## src/hw/rtl/one_shot_timer_bank_macros.svh

```systemverilog
// Assertion macros for the one-shot timer bank.
`ifndef ONE_SHOT_TIMER_BANK_MACROS_SVH
`define ONE_SHOT_TIMER_BANK_MACROS_SVH

`ifndef NO_ASSERTIONS
`define OSTB_ASSERT(lbl, prop, msg) \
    lbl: assert property (@(posedge aclk) disable iff (!aresetn) prop) else $error(msg);
`define OSTB_ASSERT_ALWAYS(lbl, prop, msg) \
    lbl: assert property (@(posedge aclk) prop) else $error(msg);
`else
`define OSTB_ASSERT(lbl, prop, msg)
`define OSTB_ASSERT_ALWAYS(lbl, prop, msg)
`endif

`endif

```

## src/hw/rtl/ostb_pkg.sv

```systemverilog
// Shared types and constants for the one-shot timer bank.
package ostb_pkg;

    localparam int NUM_TIMERS_DEF = 8;
    localparam int CMD_W          = 3;
    localparam int TIMER_INDEX_W  = 4;
    localparam int COUNT_W        = 32;

    typedef enum logic [CMD_W-1:0] {
        CMD_TICK   = 3'd0,
        CMD_LOAD   = 3'd1,
        CMD_CLEAR  = 3'd2,
        CMD_STOP   = 3'd3,
        CMD_RESUME = 3'd4,
        CMD_QUERY  = 3'd5,
        CMD_SETTK  = 3'd6
    } cmd_t;

    typedef enum logic [1:0] {
        ST_IDLE   = 2'd0,
        ST_SWEEP  = 2'd1,
        ST_APPLY  = 2'd2,
        ST_REPORT = 2'd3
    } state_t;

    typedef struct packed {
        logic step;
        logic apply;
        logic report;
        logic ok;
        logic per_timer;
        cmd_t cmd;
    } ctl_t;

endpackage

```

## src/hw/rtl/ostb_ctrl.sv

```systemverilog
// Sequencer: captures a command, sweeps the timers on a tick, applies, reports.
`include "one_shot_timer_bank_macros.svh"

module ostb_ctrl #(
    parameter int NUM_TIMERS = ostb_pkg::NUM_TIMERS_DEF,
    localparam int IDX_W = (NUM_TIMERS > 1) ? $clog2(NUM_TIMERS) : 1
) (
    input  logic                              aclk,
    input  logic                              aresetn,
    input  logic                              s_valid,
    output logic                              s_ready,
    input  logic [ostb_pkg::CMD_W-1:0]         s_cmd,
    input  logic [ostb_pkg::TIMER_INDEX_W-1:0] s_timer_index,
    input  logic [ostb_pkg::COUNT_W-1:0]       s_load_value,
    input  logic                              out_busy,
    output ostb_pkg::ctl_t                    ctl,
    output logic [IDX_W-1:0]                  addr,
    output logic [ostb_pkg::COUNT_W-1:0]       load_value
);
    import ostb_pkg::*;

    localparam logic [IDX_W-1:0] LAST_IDX = IDX_W'(NUM_TIMERS - 1);

    state_t                   state_reg, state_next;
    logic [IDX_W-1:0]         ptr_reg, ptr_next;
    cmd_t                     cmd_reg, cmd_next;
    logic [TIMER_INDEX_W-1:0] idx_reg, idx_next;
    logic [COUNT_W-1:0]       val_reg, val_next;
    logic                     idx_ok;
    logic                     per_timer;

    always_ff @(posedge aclk) begin
        if (!aresetn) begin
            state_reg <= ST_IDLE;
        end else begin
            state_reg <= state_next;
        end
    end

    always_ff @(posedge aclk) begin
        ptr_reg <= ptr_next;
        cmd_reg <= cmd_next;
        idx_reg <= idx_next;
        val_reg <= val_next;
    end

    assign idx_ok     = ({1'b0, idx_reg} < (TIMER_INDEX_W + 1)'(NUM_TIMERS));
    assign per_timer  = cmd_reg inside {[CMD_LOAD:CMD_QUERY]};
    assign load_value = val_reg;

    always_comb begin
        state_next    = state_reg;
        ptr_next      = ptr_reg;
        cmd_next      = cmd_reg;
        idx_next      = idx_reg;
        val_next      = val_reg;
        s_ready       = 1'b0;
        ctl.step      = 1'b0;
        ctl.apply     = 1'b0;
        ctl.report    = 1'b0;
        ctl.ok        = idx_ok;
        ctl.per_timer = per_timer;
        ctl.cmd       = cmd_reg;
        addr          = (state_reg == ST_SWEEP) ? ptr_reg : idx_reg[IDX_W-1:0];
        case (state_reg)
            ST_IDLE: begin
                s_ready = 1'b1;
                if (s_valid) begin
                    cmd_next = cmd_t'(s_cmd);
                    idx_next = s_timer_index;
                    val_next = s_load_value;
                    ptr_next = '0;
                    state_next = (cmd_t'(s_cmd) == CMD_TICK) ? ST_SWEEP : ST_APPLY;
                end
            end
            ST_SWEEP: begin
                ctl.step = 1'b1;
                ptr_next = ptr_reg + IDX_W'(1);
                if (ptr_reg == LAST_IDX) begin
                    state_next = ST_APPLY;
                end
            end
            ST_APPLY: begin
                ctl.apply  = 1'b1;
                state_next = ST_REPORT;
            end
            ST_REPORT: begin
                if (!out_busy) begin
                    ctl.report = 1'b1;
                    state_next = ST_IDLE;
                end
            end
            default: begin
                state_next = ST_IDLE;
            end
        endcase
    end

    `OSTB_ASSERT(a_tick_starts_sweep, (s_valid && s_ready && s_cmd == CMD_TICK) |=> (state_reg == ST_SWEEP && ptr_reg == '0), "tick beat did not start a sweep at timer zero")
    `OSTB_ASSERT(a_sweep_ends_in_apply, (state_reg == ST_SWEEP && ptr_reg == LAST_IDX) |=> (state_reg == ST_APPLY), "sweep did not stop after the last timer")

endmodule

```

## src/hw/rtl/ostb_bank.sv

```systemverilog
// Timer state, tick counter and the shared decrementer.
`include "one_shot_timer_bank_macros.svh"

module ostb_bank #(
    parameter int NUM_TIMERS = ostb_pkg::NUM_TIMERS_DEF,
    localparam int IDX_W = (NUM_TIMERS > 1) ? $clog2(NUM_TIMERS) : 1
) (
    input  logic                        aclk,
    input  logic                        aresetn,
    input  ostb_pkg::ctl_t              ctl,
    input  logic [IDX_W-1:0]            addr,
    input  logic [ostb_pkg::COUNT_W-1:0] load_value,
    output logic                        rd_enabled,
    output logic                        rd_expired,
    output logic [ostb_pkg::COUNT_W-1:0] rd_count,
    output logic [ostb_pkg::COUNT_W-1:0] tick_count
);
    import ostb_pkg::*;

    logic [COUNT_W-1:0]    counts_reg [NUM_TIMERS];
    logic [NUM_TIMERS-1:0] running_reg;
    logic [NUM_TIMERS-1:0] done_reg;
    logic [COUNT_W-1:0]    ticks_reg, ticks_next;
    logic                  wr_en;
    logic [COUNT_W-1:0]    wr_count;
    logic                  wr_run;
    logic                  wr_done;

    assign rd_count   = counts_reg[addr];
    assign rd_enabled = running_reg[addr];
    assign rd_expired = done_reg[addr];
    assign tick_count = ticks_reg;

    always_comb begin
        ticks_next = ticks_reg;
        wr_en      = 1'b0;
        wr_count   = rd_count;
        wr_run     = rd_enabled;
        wr_done    = rd_expired;
        if (ctl.step && rd_enabled) begin
            wr_en = 1'b1;
            if (rd_count != '0) begin
                wr_count = rd_count - COUNT_W'(1);
            end else begin
                wr_done = 1'b1;
                wr_run  = 1'b0;
            end
        end
        if (ctl.apply) begin
            case (ctl.cmd)
                CMD_TICK: begin
                    ticks_next = ticks_reg + COUNT_W'(1);
                end
                CMD_SETTK: begin
                    ticks_next = load_value;
                end
                CMD_LOAD: begin
                    wr_en    = ctl.ok;
                    wr_count = load_value;
                    wr_done  = 1'b0;
                    wr_run   = 1'b1;
                end
                CMD_CLEAR: begin
                    wr_en    = ctl.ok;
                    wr_count = '0;
                    wr_done  = 1'b0;
                    wr_run   = 1'b0;
                end
                CMD_STOP: begin
                    wr_en  = ctl.ok;
                    wr_run = 1'b0;
                end
                CMD_RESUME: begin
                    wr_en  = ctl.ok;
                    wr_run = 1'b1;
                end
                default: begin
                end
            endcase
        end
    end

    always_ff @(posedge aclk) begin
        if (!aresetn) begin
            counts_reg  <= '{default: '0};
            running_reg <= '0;
            done_reg    <= '0;
            ticks_reg   <= '0;
        end else begin
            ticks_reg <= ticks_next;
            if (wr_en) begin
                counts_reg[addr]  <= wr_count;
                running_reg[addr] <= wr_run;
                done_reg[addr]    <= wr_done;
            end
        end
    end

    `OSTB_ASSERT(a_ticks_hold, !ctl.apply |=> $stable(ticks_reg), "tick counter moved outside the apply step")

endmodule

```

## src/hw/rtl/one_shot_timer_bank.sv

```systemverilog
// Top level of the one-shot timer bank: sequencer, timer bank, result register.
//
// A bank of NUM_TIMERS one-shot down-counting timers driven by one command per beat.
// One shared decrementer visits the timers one per cycle, so a tick command sweeps all
// NUM_TIMERS timers before the apply and report steps; every other command goes
// straight to apply and report. s_ready is high only while the sequencer is idle. The
// result register holds a finished beat while the next command is accepted; a new
// result waits only if the previous one is still not taken.
`include "one_shot_timer_bank_macros.svh"

module one_shot_timer_bank #(
    parameter int NUM_TIMERS = ostb_pkg::NUM_TIMERS_DEF
) (
    input  logic                              aclk,
    input  logic                              aresetn,
    input  logic                              s_valid,
    output logic                              s_ready,
    input  logic [ostb_pkg::CMD_W-1:0]         s_cmd,
    input  logic [ostb_pkg::TIMER_INDEX_W-1:0] s_timer_index,
    input  logic [ostb_pkg::COUNT_W-1:0]       s_load_value,
    output logic                              m_valid,
    input  logic                              m_ready,
    output logic                              m_enabled,
    output logic                              m_expired,
    output logic [ostb_pkg::COUNT_W-1:0]       m_remaining,
    output logic [ostb_pkg::COUNT_W-1:0]       m_tick_count,
    output logic                              m_bad_index
);
    import ostb_pkg::*;

    localparam int IDX_W = (NUM_TIMERS > 1) ? $clog2(NUM_TIMERS) : 1;

    ctl_t               ctl;
    logic [IDX_W-1:0]   addr;
    logic [COUNT_W-1:0] load_value;
    logic               rd_enabled;
    logic               rd_expired;
    logic [COUNT_W-1:0] rd_count;
    logic [COUNT_W-1:0] tick_count;
    logic               out_busy;

    logic               m_valid_reg;
    logic               m_enabled_reg;
    logic               m_expired_reg;
    logic [COUNT_W-1:0] m_remaining_reg;
    logic [COUNT_W-1:0] m_tick_count_reg;
    logic               m_bad_index_reg;

    ostb_ctrl #(
        .NUM_TIMERS (NUM_TIMERS)
    ) u_ctrl (
        .aclk          (aclk),
        .aresetn       (aresetn),
        .s_valid       (s_valid),
        .s_ready       (s_ready),
        .s_cmd         (s_cmd),
        .s_timer_index (s_timer_index),
        .s_load_value  (s_load_value),
        .out_busy      (out_busy),
        .ctl           (ctl),
        .addr          (addr),
        .load_value    (load_value)
    );

    ostb_bank #(
        .NUM_TIMERS (NUM_TIMERS)
    ) u_bank (
        .aclk       (aclk),
        .aresetn    (aresetn),
        .ctl        (ctl),
        .addr       (addr),
        .load_value (load_value),
        .rd_enabled (rd_enabled),
        .rd_expired (rd_expired),
        .rd_count   (rd_count),
        .tick_count (tick_count)
    );

    assign out_busy = m_valid_reg && !m_ready;

    always_ff @(posedge aclk) begin
        if (!aresetn) begin
            m_valid_reg <= 1'b0;
        end else if (ctl.report) begin
            m_valid_reg <= 1'b1;
        end else if (m_ready) begin
            m_valid_reg <= 1'b0;
        end
    end

    always_ff @(posedge aclk) begin
        if (ctl.report) begin
            m_enabled_reg    <= ctl.ok && rd_enabled;
            m_expired_reg    <= ctl.ok && rd_expired;
            m_remaining_reg  <= ctl.ok ? rd_count : '0;
            m_tick_count_reg <= tick_count;
            m_bad_index_reg  <= ctl.per_timer && !ctl.ok;
        end
    end

    assign m_valid      = m_valid_reg;
    assign m_enabled    = m_enabled_reg;
    assign m_expired    = m_expired_reg;
    assign m_remaining  = m_remaining_reg;
    assign m_tick_count = m_tick_count_reg;
    assign m_bad_index  = m_bad_index_reg;

    `OSTB_ASSERT(a_report_into_free_slot, ctl.report |-> (!m_valid || m_ready), "result beat overwrote an untaken result")
    `OSTB_ASSERT(a_valid_from_report, $rose(m_valid) |-> $past(ctl.report), "result valid rose without a report")

endmodule
```

## config.mk

```make
export PLATFORM = sky130hd
export DESIGN_NAME = one_shot_timer_bank
export DESIGN_NICKNAME = d
export VERILOG_FILES = /design/src/hw/rtl/ostb_pkg.sv /design/src/hw/rtl/ostb_ctrl.sv /design/src/hw/rtl/ostb_bank.sv /design/src/hw/rtl/one_shot_timer_bank.sv
export VERILOG_INCLUDE_DIRS = /design/src /design/src/hw/rtl
export SDC_FILE = /design/constraint.sdc
export NUM_CORES = 1
export LEC_CHECK = 0
export ABC_AREA = 1
export BUFFER_PORTS_ARGS = -buffer_cell sky130_fd_sc_hd__buf_2
export CAP_MARGIN = 20
export CORE_MARGIN = 2
export CORE_UTILIZATION = 55
export DETAILED_ROUTE_END_ITERATION = 12
export GPL_TIMING_DRIVEN = 0
export PLACE_DENSITY = 0.73
export SYNTH_ARGS = -nofsm -noshare
export SYNTH_HDL_FRONTEND = slang
export SYNTH_SLANG_ARGS = --single-unit
```

## constraint.sdc

```tcl
create_clock -name aclk -period 10 [get_ports aclk]
set_input_delay 0.5 -clock aclk [delete_from_list [all_inputs] [get_ports aclk]]
set_output_delay 0.5 -clock aclk [all_outputs]
set_load 0.03 [all_outputs]
```

==> flow_summary.yaml <==
outcome:
  status: "complete, no violations"
die:
  die_w_um: 204
  fp.dieH_um: 204
  core_area_mm2: 0.0396
  fp-row-count: 73
  die_area_mm2: 0.0417
  initial_core_util: 0.556
  io_pins: 112
sta:
  fin_skew_ns: 0.0167
  layout_setup_ws_ns: 5.30
  worst_pin_slew_ns: 1.31
  fin_crit_sh: 0.470
  setup_viol: 0
  tns_ns: 0
  slew_viol_final: 0
  max_freq_mhz: 213
  finalCriticalPeriod_ns: 4.70
  hold_viol_final: 0
  grt_setup_unrepaired: "no"
  slew_headroom: 0.124
  hold_slack_ns: 0.0589
critical_path:
  worst_path_largest_cell_delay_ns: 0.68
  start_kind: "flip-flop"
  crit_path_max_fanout: 10
  rr_endpoint: "u_bank.counts_reg[23]"
  cp.required_ns: 10.51
  endpoint_kind: "flip-flop"
  crit_chain: "inv_1 -> ha_1 -> buf_6 -> nand2_4 -> clkbuf_1 -> nand3_1 -> nand3_1 -> nand2_1 -> nor2_2 -> nand2_1 -> nor2_1 -> nand2_2 -> nor2_4 -> nand2_2 -> nand2_2 -> clkbuf_2 -> o21ai_1 -> nand3_1 -> nand3_1 -> nand2_1 -> inv_1"
  ff2ff_path_depth: 21
  worstPathArrival_ns: 5.21
  r2r_slack_ns: 5.30
  cpMaxStageDelayCell: "clkbuf_1"
  rr_startpoint: "u_ctrl.state_reg[1]"
  crit_type: "reg -> reg"
  cp_common_cell: "nand3_1"
final_layout:
  syn_to_final_growth_pct: 12.4
  instances_no_fill: 3913
  fill_cells: 3726
  multi_input_area_mm2: 0.00983
  stdcell_area_mm2: 0.0248
  antenna_cells: 0
  largest_reg_flops: 256
  seq_area_mm2: 0.00942
  drive_above_1_share: 0.112
  fin_util: 0.625
  nNetsFinal: 3402
place:
  placed_area_mm2: 0.0233
  dp.cells: 3827
  hpwl_um: 64300
  gp_congestion: 1.01
  pre_cts_ws_ns: 5.61
  portBuffers: 111
clock_network:
  postCtsSetupRepairBufs: 0
  root_buffer: "clkbuf_16"
  ctsResizeCount: 0
  clk_pin_slew_ns: 0.07
  clock_latency_ns: 0.62
  cts_made_buffers: 46
  ctsLongestPathBuffers: 3
  clock-sinks: 416
  cts_tree: "yes"
  h-tree-depth: 2
  hold_buffers: 0
drt:
  wl_um: 89300
  wl_met1_um: 32600
  drc: 0
  wl_met3_um: 12000
  dr.pass1.iters: 7
  routed_via_density: 5.84
  drtIter0Drc: 3185
  vias: 22900
  drt.antenna.violating_nets: 0
  wl_per_cell_um: 22.8
  wl_met2_um: 39200
  top_layer: "met4"
hold_path:
  holdPathStages: 1
  holdPathEnd: "u_ctrl.load_value[25]"
  hold_class: "in -> reg"
  worst_hold_startpoint: "s_load_value[25]"
synth:
  synthArstFlopShare: 0
  yosys.area.top_type: "dfxtp_1"
  syn-num-nets: 3240
  synth_common_cells: "nand2_1, nand3_1, inv_1, nor2_1, dfxtp_1"
  synth-seq-cells: 416
  synth_top_area_frac: 0.279
  synth-main-ff-cell: "dfxtp_1"
  ys_types: 54
  syn-instance-count: 3188
  yosys-top-cells-area: "dfxtp_1, edfxtp_1, nand2_1, nand3_1, inv_1"
  syn_area_mm2: 0.0220
  synth.most_common_cell: "nand2_1"
  seq_area_frac_synth: 0.428
  yosys_warnings: 0
  synth_edf_count: 109
  syn_avg_cell_area_um2: 6.91
power_and_ir_drop:
  power.density_mw_per_mm2: 277
  total_power_mw: 6.87
  leakage_nw: 12.0
  ir_worst_vdd_mv: 0.197
global_route:
  track_usage: 0.427
  overflow: 0
  grt_pass1_vias: 21000
  grt_antenna_before_repair: 0
  grt_max_degree: 37
  grt_pass1_wl_um: 130000
run:
  cap_violations: 0
[cell families after synthesis]
kind of cell / synth area share
compound gates: 0.0679
xor+xnor: 0.00875
fa+ha+maj: 0.00511
buf+inv: 0.127
flops: 0.428
simple gates: 0.364
[worst max-delay path by stage]
stage                             start                     end  cells after the start  slack [ns]
finish              u_ctrl.state_reg[1]   u_bank.counts_reg[23]                     21        5.30
global route        u_ctrl.state_reg[1]  u_bank.counts_reg[178]                     28        5.14
CTS                 u_ctrl.state_reg[1]  u_bank.counts_reg[174]                     27        5.56
detailed placement  u_ctrl.state_reg[1]   u_bank.counts_reg[55]                     21        5.61
global placement                m_ready        m_tick_count[18]                      3        4.17
floorplan           u_ctrl.state_reg[0]             m_bad_index                      3        5.66
[critical path, delay by kind of cell (launching register included)]
kind | cells | cell delay, ns
AO/OA/AOI/OAI | 1 | 0.10
flip-flops | 1 | 0.37
AND/OR/NAND/NOR | 14 | 2.64
buffers and inverters | 5 | 1.25
adder cells (fa/ha/maj) | 1 | 0.20
[area by class of cell]
class,instances,share of cell area
buffer,162,0.0344
clock buffer,63,0.0511
clock inverter,23,0.00737
inverter,515,0.0786
multi-input combinational,2095,0.397
sequential,416,0.380
tap,525,0.0265
timing repair buffer,114,0.0249
[report_power, final]
group	internal, mW	total (mW)	switching, mW
logic	0.739	3.18	2.44
registers	1.92	2.01	0.0868
clock network	0.924	1.68	0.757
[layout by cell type (no fill, tap or decap), drive strengths merged, types with 3 or more instances in the layout]
cell      n
nand2   741
nand3   544
inv     518
nor2    453
dfxtp   307
buf     213
a21oi   177
clkbuf  126
edfxtp  109
o21ai    70
xor2     20
clkinv   19
nand4    17
o211ai   12
nor3     11
ha        9
nand3b    8
nor4      5
a211oi    5
o22ai     4
a31oi     4
a221oi    3
[layer usage]
| metal | vias to the layer above | track usage |
|---|---|---|
| met4 | 0 | 0.252 |
| li1 | 10400 | - |
| met1 | 10600 | 0.538 |
| met5 | - | 0 |
| met3 | 331 | 0.112 |
| met2 | 1525 | 0.661 |
Note: power is estimated with default switching activity, not from simulation.
